## src/rtl/core/dtpd_pkg.sv

```systemverilog
// Shared constants, types and state encoding for the drum trigger peak detector.
// No dependencies.
package dtpd_pkg;

  localparam int WINDOW_LEN  = 8;
  localparam int RAW_BITS    = 10;
  localparam int LEVEL_BITS  = 7;
  localparam int FS_BITS     = 10;
  localparam int TIME_BITS   = 32;
  localparam int GAP_BITS    = 20;
  localparam int MARGIN_BITS = 7;
  localparam int TREND_BITS  = 8;
  localparam int CFG_DATA_W  = 20;
  localparam int CFG_IDX_W   = 2;

  localparam int WIN_AW    = $clog2(WINDOW_LEN);
  localparam int SCAN_CW   = $clog2(WINDOW_LEN + 1);
  localparam int LEVEL_MAX = (1 << LEVEL_BITS) - 1;

  // divider working width: numerator raw*LEVEL_MAX and divisor shifted by LEVEL_BITS
  localparam int DIV_W  = ((RAW_BITS > FS_BITS) ? RAW_BITS : FS_BITS) + LEVEL_BITS;
  localparam int STEP_W = $clog2(LEVEL_BITS);

  // trend divide by WINDOW_LEN-1 as multiply by rounded-up reciprocal, exact for 7-bit input
  localparam int TR_DIV    = WINDOW_LEN - 1;
  localparam int TR_SHIFT  = 14;
  localparam int TR_MULT   = ((1 << TR_SHIFT) + TR_DIV - 1) / TR_DIV;
  localparam int TR_MULT_W = TR_SHIFT + 1;
  localparam int TR_PROD_W = LEVEL_BITS + TR_MULT_W;

  localparam logic [CFG_IDX_W-1:0] CFG_FULL_SCALE = 2'd0;
  localparam logic [CFG_IDX_W-1:0] CFG_QUIET_GAP  = 2'd1;
  localparam logic [CFG_IDX_W-1:0] CFG_LOCKOUT    = 2'd2;
  localparam logic [CFG_IDX_W-1:0] CFG_MARGIN     = 2'd3;

  localparam logic [FS_BITS-1:0]     FS_RESET      = 10'd200;
  localparam logic [GAP_BITS-1:0]    GAP_RESET     = 20'd80000;
  localparam logic [GAP_BITS-1:0]    LOCKOUT_RESET = 20'd80000;
  localparam logic [MARGIN_BITS-1:0] MARGIN_RESET  = 7'd5;

  typedef logic [LEVEL_BITS-1:0] level_t;
  typedef logic [WIN_AW-1:0]     slot_t;

  typedef struct packed {
    logic   wr_en;
    slot_t  wr_addr;
    level_t wr_data;
    slot_t  rd_addr;
  } win_req_t;

  typedef enum logic [3:0] {
    ST_IDLE,
    ST_RD_OLD,
    ST_CAP_OLD,
    ST_WAIT_DIV,
    ST_WRITE,
    ST_SCAN,
    ST_UPDATE,
    ST_QUIET,
    ST_OUT
  } dtpd_state_t;

endpackage

```

## src/rtl/core/dtpd_scale.sv

```systemverilog
// Sample scaler: level = min(raw*LEVEL_MAX/full_scale, LEVEL_MAX), one quotient bit per cycle.
// Depends on dtpd_pkg.
module dtpd_scale (
  input  logic                         clk,
  input  logic                         rst_n,
  input  logic                         start,
  input  logic [dtpd_pkg::RAW_BITS-1:0] raw_sample,
  input  logic [dtpd_pkg::FS_BITS-1:0]  full_scale,
  output dtpd_pkg::level_t             level,
  output logic                         level_valid
);
  import dtpd_pkg::*;

  logic [DIV_W-1:0]  num_c;
  logic              sat_c;
  logic              ge_c;
  logic [DIV_W-1:0]  rem_r;
  logic [DIV_W-1:0]  dsr_r;
  logic [STEP_W-1:0] step_r;
  level_t            q_r;
  logic              busy_r;
  logic              valid_r;

  always_comb begin
    num_c = (DIV_W'(raw_sample) << LEVEL_BITS) - DIV_W'(raw_sample);
    // quotient of LEVEL_MAX+1 or more clamps, as does a zero divisor
    sat_c = (full_scale == '0) || (num_c >= (DIV_W'(full_scale) << LEVEL_BITS));
    ge_c  = rem_r >= dsr_r;
  end

  always_ff @(posedge clk) begin
    if (start) begin
      rem_r  <= num_c;
      dsr_r  <= DIV_W'(full_scale) << (LEVEL_BITS - 1);
      step_r <= STEP_W'(LEVEL_BITS - 1);
      q_r    <= sat_c ? level_t'(LEVEL_MAX) : '0;
    end else if (busy_r) begin
      if (ge_c) begin
        rem_r <= rem_r - dsr_r;
      end
      dsr_r  <= dsr_r >> 1;
      q_r    <= {q_r[LEVEL_BITS-2:0], ge_c};
      step_r <= step_r - 1'b1;
    end
  end

  always_ff @(posedge clk) begin
    if (!rst_n) begin
      busy_r  <= 1'b0;
      valid_r <= 1'b0;
    end else if (start) begin
      busy_r  <= !sat_c;
      valid_r <= sat_c;
    end else if (busy_r && step_r == '0) begin
      busy_r  <= 1'b0;
      valid_r <= 1'b1;
    end
  end

  assign level       = q_r;
  assign level_valid = valid_r;

endmodule

```

## src/rtl/core/dtpd_window.sv

```systemverilog
// Sample window store: one write and one registered read per cycle.
// Entries never written read as zero via per-entry valid bits. Depends on dtpd_pkg.
module dtpd_window (
  input  logic                clk,
  input  logic                rst_n,
  input  dtpd_pkg::win_req_t  req,
  output dtpd_pkg::level_t    rd_data
);
  import dtpd_pkg::*;

  level_t                mem [WINDOW_LEN];
  logic [WINDOW_LEN-1:0] vld_r;
  level_t                rd_data_r;
  logic                  rd_vld_r;

  always_ff @(posedge clk) begin
    if (req.wr_en) begin
      mem[req.wr_addr] <= req.wr_data;
    end
    rd_data_r <= mem[req.rd_addr];
  end

  always_ff @(posedge clk) begin
    if (!rst_n) begin
      vld_r    <= '0;
      rd_vld_r <= 1'b0;
    end else begin
      if (req.wr_en) begin
        vld_r[req.wr_addr] <= 1'b1;
      end
      rd_vld_r <= vld_r[req.rd_addr];
    end
  end

  assign rd_data = rd_vld_r ? rd_data_r : '0;

endmodule

```

## src/rtl/core/drum_trigger_peak_detector.sv

```systemverilog
// Drum trigger peak detector top level: sequencer, peak and stroke logic, output register.
// Depends on dtpd_pkg, dtpd_scale, dtpd_window.
//
//   channel | direction | handshake            | payload
//   in      | request   | in_valid / in_stall  | raw_sample, timestamp_us
//   out     | result    | out_valid / out_stall| level .. window_silent
//   cfg     | write     | cfg_we               | cfg_index, cfg_wdata
//
// One request at a time: after an accept the sequencer reads the evicted and the
// oldest entry, waits for the 7-step scaler (skipped for a saturated level or a
// zero full scale), writes the level, rescans the window one entry per cycle when
// the evicted entry held the maximum, then updates trend, peak and quiet state.
// Reset is synchronous; the window reads as all zeros right after it.
// A result waiting on out_stall holds the sequencer in its last state only; a new
// request is taken as soon as the previous result is in the output register.
module drum_trigger_peak_detector (
  input  logic                             clk,
  input  logic                             rst_n,
  input  logic                             in_valid,
  output logic                             in_stall,
  input  logic [dtpd_pkg::RAW_BITS-1:0]    in_raw_sample,
  input  logic [dtpd_pkg::TIME_BITS-1:0]   in_timestamp_us,
  output logic                             out_valid,
  input  logic                             out_stall,
  output logic [dtpd_pkg::LEVEL_BITS-1:0]  out_level,
  output logic [dtpd_pkg::LEVEL_BITS-1:0]  out_window_peak,
  output logic signed [dtpd_pkg::TREND_BITS-1:0] out_trend,
  output logic                             out_peak_seen,
  output logic                             out_stroke_hit,
  output logic [dtpd_pkg::LEVEL_BITS-1:0]  out_peak_level,
  output logic [dtpd_pkg::LEVEL_BITS-1:0]  out_stroke_level,
  output logic                             out_window_silent,
  input  logic                             cfg_we,
  input  logic [dtpd_pkg::CFG_IDX_W-1:0]   cfg_index,
  input  logic [dtpd_pkg::CFG_DATA_W-1:0]  cfg_wdata
);
  import dtpd_pkg::*;

  dtpd_state_t state_r, state_nxt;

  // configuration
  logic [FS_BITS-1:0]     fs_r;
  logic [GAP_BITS-1:0]    gap_r;
  logic [GAP_BITS-1:0]    lockout_r;
  logic [MARGIN_BITS-1:0] margin_r;

  // state kept across requests
  slot_t                  slot_r, slot_nxt;
  level_t                 peak_r, peak_nxt;
  logic [TREND_BITS-1:0]  trend_r, trend_nxt;
  logic [TIME_BITS-1:0]   last_active_r, last_active_nxt;
  level_t                 pk_level_r, pk_level_nxt;
  logic [TIME_BITS-1:0]   pk_time_r, pk_time_nxt;
  level_t                 stroke_latch_r, stroke_latch_nxt;
  logic                   out_valid_r, out_valid_nxt;

  // per-request working registers
  logic [TIME_BITS-1:0]   ts_r, ts_nxt;
  level_t                 evicted_r, evicted_nxt;
  level_t                 oldest_r, oldest_nxt;
  logic [TR_PROD_W-1:0]   prod_r, prod_nxt;
  logic                   neg_r, neg_nxt;
  level_t                 scan_acc_r, scan_acc_nxt;
  logic [SCAN_CW-1:0]     scan_cnt_r, scan_cnt_nxt;
  logic                   peak_flag_r, peak_flag_nxt;
  logic                   stroke_flag_r, stroke_flag_nxt;

  // output register
  level_t                 o_level_r, o_level_nxt;
  level_t                 o_wpeak_r, o_wpeak_nxt;
  logic [TREND_BITS-1:0]  o_trend_r, o_trend_nxt;
  logic                   o_peak_r, o_peak_nxt;
  logic                   o_stroke_r, o_stroke_nxt;
  level_t                 o_pk_level_r, o_pk_level_nxt;
  level_t                 o_st_level_r, o_st_level_nxt;
  logic                   o_silent_r, o_silent_nxt;

  win_req_t win_req;
  level_t   win_rd;
  level_t   div_level;
  logic     div_valid;
  logic     accept;
  logic     out_free;

  slot_t                 slot_next_c;
  slot_t                 oldest_slot_c;
  level_t                mag_c;
  level_t                fold_c;
  level_t                tq_c;
  logic [TREND_BITS-1:0] tmag_c;
  logic [TREND_BITS-1:0] trend_new_c;
  logic [TIME_BITS-1:0]  since_peak_c;
  logic [TIME_BITS-1:0]  since_active_c;
  logic [LEVEL_BITS:0]   bar_c;

  assign in_stall = (state_r != ST_IDLE);
  assign accept   = in_valid && !in_stall;
  assign out_free = !out_valid_r || !out_stall;

  dtpd_scale u_scale (
    .clk         (clk),
    .rst_n       (rst_n),
    .start       (accept),
    .raw_sample  (in_raw_sample),
    .full_scale  (fs_r),
    .level       (div_level),
    .level_valid (div_valid)
  );

  dtpd_window u_window (
    .clk     (clk),
    .rst_n   (rst_n),
    .req     (win_req),
    .rd_data (win_rd)
  );

  // next state
  always_comb begin
    state_nxt = state_r;
    case (state_r)
      ST_IDLE:     if (in_valid) state_nxt = ST_RD_OLD;
      ST_RD_OLD:   state_nxt = ST_CAP_OLD;
      ST_CAP_OLD:  state_nxt = ST_WAIT_DIV;
      ST_WAIT_DIV: if (div_valid) state_nxt = ST_WRITE;
      ST_WRITE:    state_nxt = (evicted_r == peak_r) ? ST_SCAN : ST_UPDATE;
      ST_SCAN:     if (scan_cnt_r == SCAN_CW'(WINDOW_LEN)) state_nxt = ST_UPDATE;
      ST_UPDATE:   state_nxt = ST_QUIET;
      ST_QUIET:    state_nxt = ST_OUT;
      ST_OUT:      if (out_free) state_nxt = ST_IDLE;
      default:     state_nxt = ST_IDLE;
    endcase
  end

  // datapath and memory requests
  always_comb begin
    slot_next_c    = (slot_r == slot_t'(WINDOW_LEN - 1)) ? '0 : slot_r + 1'b1;
    oldest_slot_c  = slot_next_c;
    mag_c          = (div_level < oldest_r) ? oldest_r - div_level : div_level - oldest_r;
    fold_c         = (scan_cnt_r != '0 && win_rd > scan_acc_r) ? win_rd : scan_acc_r;
    tq_c           = prod_r[TR_SHIFT +: LEVEL_BITS];
    tmag_c         = {1'b0, tq_c};
    trend_new_c    = neg_r ? -tmag_c : tmag_c;
    since_peak_c   = ts_r - pk_time_r;
    since_active_c = ts_r - last_active_r;
    bar_c          = {1'b0, pk_level_r} + {1'b0, margin_r};

    win_req         = '0;
    slot_nxt        = slot_r;
    peak_nxt        = peak_r;
    trend_nxt       = trend_r;
    last_active_nxt = last_active_r;
    pk_level_nxt    = pk_level_r;
    pk_time_nxt     = pk_time_r;
    stroke_latch_nxt = stroke_latch_r;
    ts_nxt          = ts_r;
    evicted_nxt     = evicted_r;
    oldest_nxt      = oldest_r;
    prod_nxt        = prod_r;
    neg_nxt         = neg_r;
    scan_acc_nxt    = scan_acc_r;
    scan_cnt_nxt    = scan_cnt_r;
    peak_flag_nxt   = peak_flag_r;
    stroke_flag_nxt = stroke_flag_r;
    o_level_nxt     = o_level_r;
    o_wpeak_nxt     = o_wpeak_r;
    o_trend_nxt     = o_trend_r;
    o_peak_nxt      = o_peak_r;
    o_stroke_nxt    = o_stroke_r;
    o_pk_level_nxt  = o_pk_level_r;
    o_st_level_nxt  = o_st_level_r;
    o_silent_nxt    = o_silent_r;
    out_valid_nxt   = out_valid_r && out_stall;

    case (state_r)
      ST_IDLE: begin
        win_req.rd_addr = slot_next_c;
        if (accept) begin
          ts_nxt   = in_timestamp_us;
          slot_nxt = slot_next_c;
        end
      end
      ST_RD_OLD: begin
        evicted_nxt     = win_rd;
        win_req.rd_addr = oldest_slot_c;
      end
      ST_CAP_OLD: begin
        oldest_nxt = win_rd;
      end
      ST_WRITE: begin
        win_req.wr_en   = 1'b1;
        win_req.wr_addr = slot_r;
        win_req.wr_data = div_level;
        neg_nxt         = div_level < oldest_r;
        prod_nxt        = TR_PROD_W'(mag_c) * TR_PROD_W'(TR_MULT);
        scan_acc_nxt    = '0;
        scan_cnt_nxt    = '0;
        // old maximum still in the window unless it was just evicted
        if (evicted_r != peak_r && div_level > peak_r) begin
          peak_nxt = div_level;
        end
      end
      ST_SCAN: begin
        win_req.rd_addr = scan_cnt_r[WIN_AW-1:0];
        scan_acc_nxt    = fold_c;
        scan_cnt_nxt    = scan_cnt_r + 1'b1;
        if (scan_cnt_r == SCAN_CW'(WINDOW_LEN)) begin
          peak_nxt = fold_c;
        end
      end
      ST_UPDATE: begin
        trend_nxt       = trend_new_c;
        peak_flag_nxt   = 1'b0;
        stroke_flag_nxt = 1'b0;
        // rising trend turning flat or falling ends a peak
        if (!trend_r[TREND_BITS-1] && trend_r != '0 &&
            (trend_new_c[TREND_BITS-1] || trend_new_c == '0)) begin
          peak_flag_nxt = 1'b1;
          pk_time_nxt   = ts_r;
          pk_level_nxt  = peak_r;
          if (since_peak_c < TIME_BITS'(lockout_r)) begin
            stroke_flag_nxt = {1'b0, peak_r} > bar_c;
          end else begin
            stroke_flag_nxt = 1'b1;
          end
        end
      end
      ST_QUIET: begin
        if (div_level != '0) begin
          last_active_nxt = ts_r;
        end else if (since_active_c > TIME_BITS'(gap_r)) begin
          stroke_latch_nxt = peak_r;
        end
      end
      ST_OUT: begin
        if (out_free) begin
          out_valid_nxt  = 1'b1;
          o_level_nxt    = div_level;
          o_wpeak_nxt    = peak_r;
          o_trend_nxt    = trend_r;
          o_peak_nxt     = peak_flag_r;
          o_stroke_nxt   = stroke_flag_r;
          o_pk_level_nxt = pk_level_r;
          o_st_level_nxt = stroke_latch_r;
          o_silent_nxt   = (peak_r == '0);
        end
      end
      default: begin
      end
    endcase
  end

  always_ff @(posedge clk) begin
    if (!rst_n) begin
      state_r        <= ST_IDLE;
      slot_r         <= slot_t'(WINDOW_LEN - 1);
      peak_r         <= '0;
      trend_r        <= '0;
      last_active_r  <= '0;
      pk_level_r     <= '0;
      pk_time_r      <= '0;
      stroke_latch_r <= '0;
      out_valid_r    <= 1'b0;
    end else begin
      state_r        <= state_nxt;
      slot_r         <= slot_nxt;
      peak_r         <= peak_nxt;
      trend_r        <= trend_nxt;
      last_active_r  <= last_active_nxt;
      pk_level_r     <= pk_level_nxt;
      pk_time_r      <= pk_time_nxt;
      stroke_latch_r <= stroke_latch_nxt;
      out_valid_r    <= out_valid_nxt;
    end
  end

  always_ff @(posedge clk) begin
    ts_r          <= ts_nxt;
    evicted_r     <= evicted_nxt;
    oldest_r      <= oldest_nxt;
    prod_r        <= prod_nxt;
    neg_r         <= neg_nxt;
    scan_acc_r    <= scan_acc_nxt;
    scan_cnt_r    <= scan_cnt_nxt;
    peak_flag_r   <= peak_flag_nxt;
    stroke_flag_r <= stroke_flag_nxt;
    o_level_r     <= o_level_nxt;
    o_wpeak_r     <= o_wpeak_nxt;
    o_trend_r     <= o_trend_nxt;
    o_peak_r      <= o_peak_nxt;
    o_stroke_r    <= o_stroke_nxt;
    o_pk_level_r  <= o_pk_level_nxt;
    o_st_level_r  <= o_st_level_nxt;
    o_silent_r    <= o_silent_nxt;
  end

  // configuration registers
  always_ff @(posedge clk) begin
    if (!rst_n) begin
      fs_r      <= FS_RESET;
      gap_r     <= GAP_RESET;
      lockout_r <= LOCKOUT_RESET;
      margin_r  <= MARGIN_RESET;
    end else if (cfg_we) begin
      case (cfg_index)
        CFG_FULL_SCALE: fs_r      <= cfg_wdata[FS_BITS-1:0];
        CFG_QUIET_GAP:  gap_r     <= cfg_wdata[GAP_BITS-1:0];
        CFG_LOCKOUT:    lockout_r <= cfg_wdata[GAP_BITS-1:0];
        CFG_MARGIN:     margin_r  <= cfg_wdata[MARGIN_BITS-1:0];
        default: begin
        end
      endcase
    end
  end

  assign out_valid         = out_valid_r;
  assign out_level         = o_level_r;
  assign out_window_peak   = o_wpeak_r;
  assign out_trend         = o_trend_r;
  assign out_peak_seen     = o_peak_r;
  assign out_stroke_hit    = o_stroke_r;
  assign out_peak_level    = o_pk_level_r;
  assign out_stroke_level  = o_st_level_r;
  assign out_window_silent = o_silent_r;

endmodule

```

## config.mk

```make
export PLATFORM = sky130hd
export DESIGN_NAME = drum_trigger_peak_detector
export DESIGN_NICKNAME = d
export VERILOG_FILES = /design/src/rtl/core/dtpd_pkg.sv /design/src/rtl/core/dtpd_scale.sv /design/src/rtl/core/dtpd_window.sv /design/src/rtl/core/drum_trigger_peak_detector.sv
export SDC_FILE = /design/constraint.sdc
export NUM_CORES = 1
export LEC_CHECK = 0
export BUFFER_PORTS_ARGS = -buffer_cell sky130_fd_sc_hd__buf_2
export CAP_MARGIN = 20
export CORE_MARGIN = 2
export CORE_UTILIZATION = 40
export CTS_CLUSTER_DIAMETER = 100
export DETAILED_ROUTE_END_ITERATION = 16
export PLACE_DENSITY_LB_ADDON = 0.12
export REMOVE_ABC_BUFFERS = 1
export SETUP_SLACK_MARGIN = 0.15
export SKIP_CTS_REPAIR_TIMING = 1
export SLEW_MARGIN = 10
export SYNTH_ARGS = -nofsm -noshare
export SYNTH_HDL_FRONTEND = slang
export SYNTH_SLANG_ARGS = --single-unit
```

## constraint.sdc

```tcl
create_clock -name clk -period 5 [get_ports clk]
set_input_delay 1 -clock clk [delete_from_list [all_inputs] [get_ports clk]]
set_output_delay 1 -clock clk [all_outputs]
set_load 0.01 [all_outputs]
```

-- Word level (Yosys, flattened, before mapping)
Memory sizes are Yosys's and may differ from the RTL's. A register that Yosys moved wholly into a read port is not among the register bits.
Index checks and enable logic that the tools add are counted.
- eq/ne operators: 20
- reductions and logical operators: 43
- magnitude comparators: 11
- bitwise logic cells: 2
- multiplexer cells: 40
- $mul: 1
- add/subtract/negate cells: 11
- operators by type and width (cell ; number):
    $sub A32 B32 Y32 ; 2
    $mux W7 ; 8
    $mux W17 ; 3
    $pmux W4 S9 ; 1
    $gt A32 B20 Y1 ; 1
    $lt A32 B20 Y1 ; 1
    $mux W16 ; 2
    $pmux W7 S2 ; 2
    $mul A7 B12 Y19 const B ; 1
    $reduce_and A2 Y1 ; 9
    $ge A17 B16 Y1 ; 1
    $ge A17 B17 Y1 ; 1
    $sub A17 B10 Y17 ; 1
    $sub A17 B16 Y17 ; 1
    $eq A4 B3 Y1 const B ; 4
    $mux W4 ; 4
    $gt A7 B7 Y1 ; 2
    $sub A7 B7 Y7 ; 2
    $mux W1 ; 12
    $mux W11 ; 1
    $logic_not A10 Y1 ; 1
    $add A7 B7 Y8 ; 1
    $eq A4 B2 Y1 const B ; 2
    $eq A4 B4 Y1 const B ; 2
    40 further kinds ; 63
- input port bits: 69
- output and inout port bits: 41
- memory bits (writable): 56
- memories: 1
- bits in registers: 330
- memory list (memory ; depth ; bits a word ; rd ports ; clocked after memory_dff ; write ports ; line ; source):
    u_window.mem ; 8 ; 7 ; 1 ; 1 ; 1 ; dtpd_window.sv:11 ; level_t mem [WINDOW_LEN];

-- Depth between registers and ports, before layout
- depth in word-level cells: 7
- mapped depth: 28
- depth with buffers taken out: 28

-- Hierarchy
A second synthesis with hierarchy kept.
- cell total of the unflattened synthesis: 2349
- area total of the unflattened synthesis: 22397.7 µm²
- by module, submodules not included (module ; instances ; cells an instance ; area an instance (µm²)):
    drum_trigger_peak_detector ; 1 ; 1845 ; 16335.7
    dtpd_scale ; 1 ; 370 ; 3334.4
    dtpd_window ; 1 ; 134 ; 2727.6

-- Worst setup path after synthesis
No wires, ideal clock.
- path kind: register to register
- from: reg u_scale.q_r[1] (netlist: u_scale.level[1])
- to: reg prod_r[15] (data pin)
- data arrival time: 5.281 ns
- stages on the path, launching flop included: 25
- slack: -0.539 ns
- setup time: 0.258 ns
- buffers on the path: 0
- path through: edfxtp_1 ha_1 nor2b_1 o21ai_0 a21oi_1 o21ai_0 a21boi_0 o21a_1 nand3b_1 a21boi_0 o21ai_0 xor2_1 ha_1 inv_1 fa_1 inv_1 ha_1 ha_1 ha_1 nand4_1 or3_1 or3_1 a211oi_1 nor2_1 xnor2_1
- cells in the longest elaborated chain, start to end: 3
- ends and longest elaborated chain (element ; line ; source):
    start, declared ; dtpd_scale.sv:20 ; level_t q_r;
    start signal, assigned ; dtpd_scale.sv:36 ; q_r <= sat_c ? level_t'(LEVEL_MAX) : '0;
    start signal, assigned ; dtpd_scale.sv:42 ; q_r <= {q_r[LEVEL_BITS-2:0], ge_c};
    $sub A7 B7 Y7 / $lt A7 B7 Y1 (equally long branches) ; drum_trigger_peak_detector.sv:138 ; mag_c = (div_level < oldest_r) ? oldest_r - div_level : div_level - oldest_r;
    $mux W7 * ; drum_trigger_peak_detector.sv:138 ;
    $mul A7 B12 Y19 * ; drum_trigger_peak_detector.sv:194 ; prod_nxt = TR_PROD_W'(mag_c) * TR_PROD_W'(TR_MULT);
    end signal, assigned ; drum_trigger_peak_detector.sv:280 ; prod_r <= prod_nxt;
    end, declared ; drum_trigger_peak_detector.sv:61 ; logic [TR_PROD_W-1:0] prod_r, prod_nxt;
Mark *: on every way between the ends. The rest lies on a longest branch, timed or not.
A chain may end at the register's enable or synchronous reset.

-- Final worst setup path
Ends and elaborated chain as after synthesis.

==> results.sh <==
export IMPL_status="finished, violations left"
export IMPL_violations="setup timing"
export IMPL_critPathCaptureType="flop"
export IMPL_slowest_stage="fa_1"
export IMPL_finalHoldViolCount=0
export IMPL_yosys_area_share_simple=0.1592
export IMPL_worstSetupPathType="reg2reg"
export IMPL_ctsLongestPathBuffers=3
export IMPL_p_comb_frac=0.491
export IMPL_io_buffers=109
export IMPL_nets=2880
export IMPL_synth_top_cell_by_area="edfxtp_1"
export IMPL_num_vias=17530
export IMPL_startpoint="u_scale.level[1]$_DFFE_PP_"
export IMPL_fin_skew_ps=20.86
export IMPL_die_area_um2=57440
export IMPL_pre_cts_slack_ps=-749.3
export IMPL_ys_seq_area_frac=0.4289
export IMPL_root_buffer="clkbuf_16"
export IMPL_cap_violations=0
export IMPL_crit_end="prod_r[15]$_DFFE_PP_"
export IMPL_setup_ws_ps=-495.3
export IMPL_cp_top_family="adder cells"
export IMPL_critPathBufInv=4
export IMPL_synth_compound_area_frac=0.1747
export IMPL_post_drt_wl_per_cell_um=17.47
export IMPL_async_flop_share=0
export IMPL_slew_headroom=0.3026
export IMPL_netlist_area_um2=22220
export IMPL_fin_util=0.4781
export IMPL_drt_iter0_markers=802
export IMPL_cts_buffers=48
export IMPL_rsz0062_at_grt="yes"
export IMPL_synthAdderAreaFrac=0.1312
export IMPL_internal_power_w=0.009329
export IMPL_yosysWarningCount=0
export IMPL_period_needed_ps=5495
export IMPL_die_y_um=239.7
export IMPL_dp_cells=3264
export IMPL_remaining_drc_errors=0
export IMPL_yosys_area_top_type_share=0.2622
export IMPL_overflow=0
export IMPL_cts_tree="done"
export IMPL_antenna_left=0
export IMPL_grt_pass1_wl_mm=92.84
export IMPL_grt_max_degree=88
export IMPL_row_count=86
export IMPL_grt_pass1_vias=17140
export IMPL_cp_arrival_ps=5830
export IMPL_drt_pass1_iter_count=7
export IMPL_ys_seq_elements=379
export IMPL_cellLeakagePower_nw=10.38
export IMPL_synthTopCellsByArea="edfxtp_1, dfxtp_1, ha_1"
export IMPL_ios=110
export IMPL_die_x_um=239.7
export IMPL_setup_violations=12
export IMPL_start_util=0.4040
export IMPL_crit_cells=26
export IMPL_pwr_share_clk=0.245
export IMPL_instances_no_fill=3371
export IMPL_cpMostUsedCell="ha_4"
export IMPL_swShare=0.3726
export IMPL_place_congestion=0.8661
export IMPL_worstMarginPinSlew_ps=1040
export IMPL_antenna_found_initial=3
export IMPL_dp_hpwl_mm=43.56
export IMPL_hold_start="stroke_flag_r$_SDFFCE_PN0P_"
export IMPL_syn_to_final_growth_pct=18.34
export IMPL_cts_sinks=379
export IMPL_reg2reg_depth=26
export IMPL_drive_gt1_frac=0.1552
export IMPL_vdd_drop_max_uv=512.5
export IMPL_wl_mm=58.89
export IMPL_viasPerCell=5.200
export IMPL_synth_ff_type="edfxtp_1"
export IMPL_sequentialPowerShare=0.264
export IMPL_cp_max_fo=4
export IMPL_core_um2=54990
export IMPL_r2r_end="prod_r[15]$_DFFE_PP_"
export IMPL_synth_edf_count=194
export IMPL_synth_xor_area_frac=0.03785
export IMPL_antenna_cells=0
export IMPL_slew_violations=0
export IMPL_p_sw_w=0.005539
export IMPL_ys_types=84
export IMPL_fin_area_um2=26290
export IMPL_start_kind="flop"
export IMPL_syn_inst=2390
export IMPL_powerDensity_nw_per_um2=565.5
export IMPL_critical_path_max_stage_delay_ps=510
export IMPL_hold_class="reg2reg"
export IMPL_worstSkewPairLatency_ps=600
export IMPL_placed_cell_area_um2=24170
export IMPL_h_tree_depth=2
export IMPL_period_share=1.099
export IMPL_reg2reg_from="u_scale.level[1]$_DFFE_PP_"
export IMPL_avgSynthCellArea_um2=9.296
export IMPL_grt_util_all_layers=0.2046
export IMPL_critPathRequiredTime_ps=5340
export IMPL_synth_mux_area_frac=0.01273
export IMPL_clkTransAtPathRegs_ps=60
export IMPL_rrSetupSlack_ps=-500
export IMPL_synth_top_family_by_area="compound AO/OA/AOI/OAI gates"
export IMPL_clock_fmax_mhz=182.0
cell families after synthesis:
group | count (synthesis)
AOI/OAI and AO/OA | 561
xor gates and xnor gates | 96
adders and majority gates | 227
buffers and inverters | 311
DFF | 379
muxes | 28
and+or+nand+nor | 788
worst register-to-register path, stage by stage, from the launching register on:
cell	delay [ps]
edfxtp_1	440
ha_4	270
nor2b_4	120
o21ai_2	160
a21oi_2	70
o21ai_1	130
buf_4	160
a21boi_2	70
o21a_1	210
nand3b_1	180
a21boi_2	160
o21ai_1	100
xor2_1	220
ha_2	210
inv_2	40
fa_1	510
inv_2	40
ha_4	260
ha_4	200
ha_4	260
nand4_1	80
or3_1	300
or3_4	430
a211oi_4	290
buf_4	170
nor2_2	40
xnor2_1	120
sequential cells by signal (all words and copies together), names as in the netlist, 10 cells and up:
| signal | cells |
|---|---|
| u_window.mem | 56 |
| last_active_r | 32 |
| pk_time_r | 32 |
| ts_r | 32 |
| gap_r | 20 |
| lockout_r | 20 |
| u_scale.rem_r | 17 |
| u_scale.dsr_r | 16 |
| fs_r | 10 |
placed cells by master, fill, tap and decap left out, types with 11 or more instances in the layout:
cell / count
xnor2_1: 61
nor4_1: 17
clkbuf_16: 49
nor3_1: 19
o21ai_0: 78
buf_2: 109
o21a_1: 44
nor2_1: 99
nand2_1: 440
a21boi_0: 127
buf_4: 119
o211ai_1: 34
edfxtp_1: 194
nand4_1: 22
and2_1: 18
and4_1: 11
o21bai_1: 18
xor2_1: 35
a21oi_1: 81
nor2b_1: 20
and3_1: 14
inv_1: 214
a21o_1: 37
mux2i_1: 26
a211oi_1: 14
a31oi_1: 17
dfxtp_1: 185
a21oi_2: 11
nand3_1: 58
ha_1: 207
layer usage:
| metal | routed length [µm] | vias up | track usage | part of all wire |
|---|---|---|---|---|
| li1 | - | 8793 | - | - |
| met5 | 37 | - | 0 | 0.00063 |
| met2 | 26960 | 324 | 0.3339 | 0.46 |
| met1 | 28020 | 8321 | 0.2816 | 0.48 |
| met3 | 2548 | 85 | 0.02939 | 0.043 |
| met4 | 1316 | 6 | 0.05852 | 0.022 |
how the worst min path moves through the flow:
| stage | end | slack [ps] | depth (start not counted) |
|---|---|---|---|
| 3_5_place_dp | out_stroke_hit$_DFFE_PP_ | 410 | 0 |
| 2_1_floorplan | out_peak_seen$_DFFE_PP_ | 400 | 0 |
| 5_1_grt | out_peak_seen$_DFFE_PP_ | 440 | 0 |
| 4_1_cts | out_stroke_hit$_DFFE_PP_ | 440 | 0 |
| 6_report | out_stroke_hit$_DFFE_PP_ | 430 | 0 |
| 3_3_place_gp | out_stroke_level[4]$_DFFE_PP_ | 420 | 0 |
stage by stage:
step | hold WS (ps) | total power, W | setup TNS [ps]
CTS | 435.6 | 0.01393 | -5051
global placement | 416.1 | 0.01005 | -3974
finish | 430.7 | 0.01487 | -2949
detailed placement | 412.1 | 0.01021 | -4865
global route | 440.8 | 0.01613 | -6472
floorplan | 400.3 | 0.008177 | -2446
synth_stat cells (10+ instances only):
| library cell | instances |
|---|---|
| nand2_1 | 441 |
| inv_1 | 222 |
| ha_1 | 217 |
| edfxtp_1 | 194 |
| dfxtp_1 | 185 |
| a21boi_0 | 130 |
| nor2_1 | 105 |
| a21oi_1 | 90 |
| o21ai_0 | 85 |
| clkbuf_1 | 75 |
| xnor2_1 | 61 |
| nand3_1 | 60 |
| o21a_1 | 44 |
| a21o_1 | 37 |
| xor2_1 | 35 |
| o211ai_1 | 34 |
| mux2i_1 | 26 |
| nand4_1 | 22 |
| nor2b_1 | 21 |
| nor3_1 | 21 |
| and2_1 | 18 |
| nor4_1 | 18 |
| o21bai_1 | 18 |
| a211oi_1 | 17 |
| a31oi_1 | 17 |
| and3_1 | 15 |
| and4_1 | 11 |
| nand2b_1 | 11 |
| or3_1 | 11 |
| fa_1 | 10 |
layout make-up:
| class | instances | area [µm²] |
|---|---|---|
| fillers | 5202 | 28700 |
| multi-input cells | 1700 | 11820 |
| flip-flops and latches | 379 | 9529 |
| repair buffers | 233 | 1509 |
| clock buffers | 64 | 1333 |
| well taps | 748 | 935.9 |
| inverters | 222 | 833.3 |
| clock inverters | 25 | 335.3 |
power by group through the flow:
stage	Combinational, W	Clock [W]	Sequential (W)
6_report	0.00730	0.00364	0.00393
5_1_grt	0.00831	0.00386	0.00396
4_1_cts	0.00626	0.00374	0.00393
3_5_place_dp	0.00623	0	0.00399
3_3_place_gp	0.00607	0	0.00398
2_1_floorplan	0.00425	0	0.00393
No activity file was read; power rests on OpenSTA's default activity.
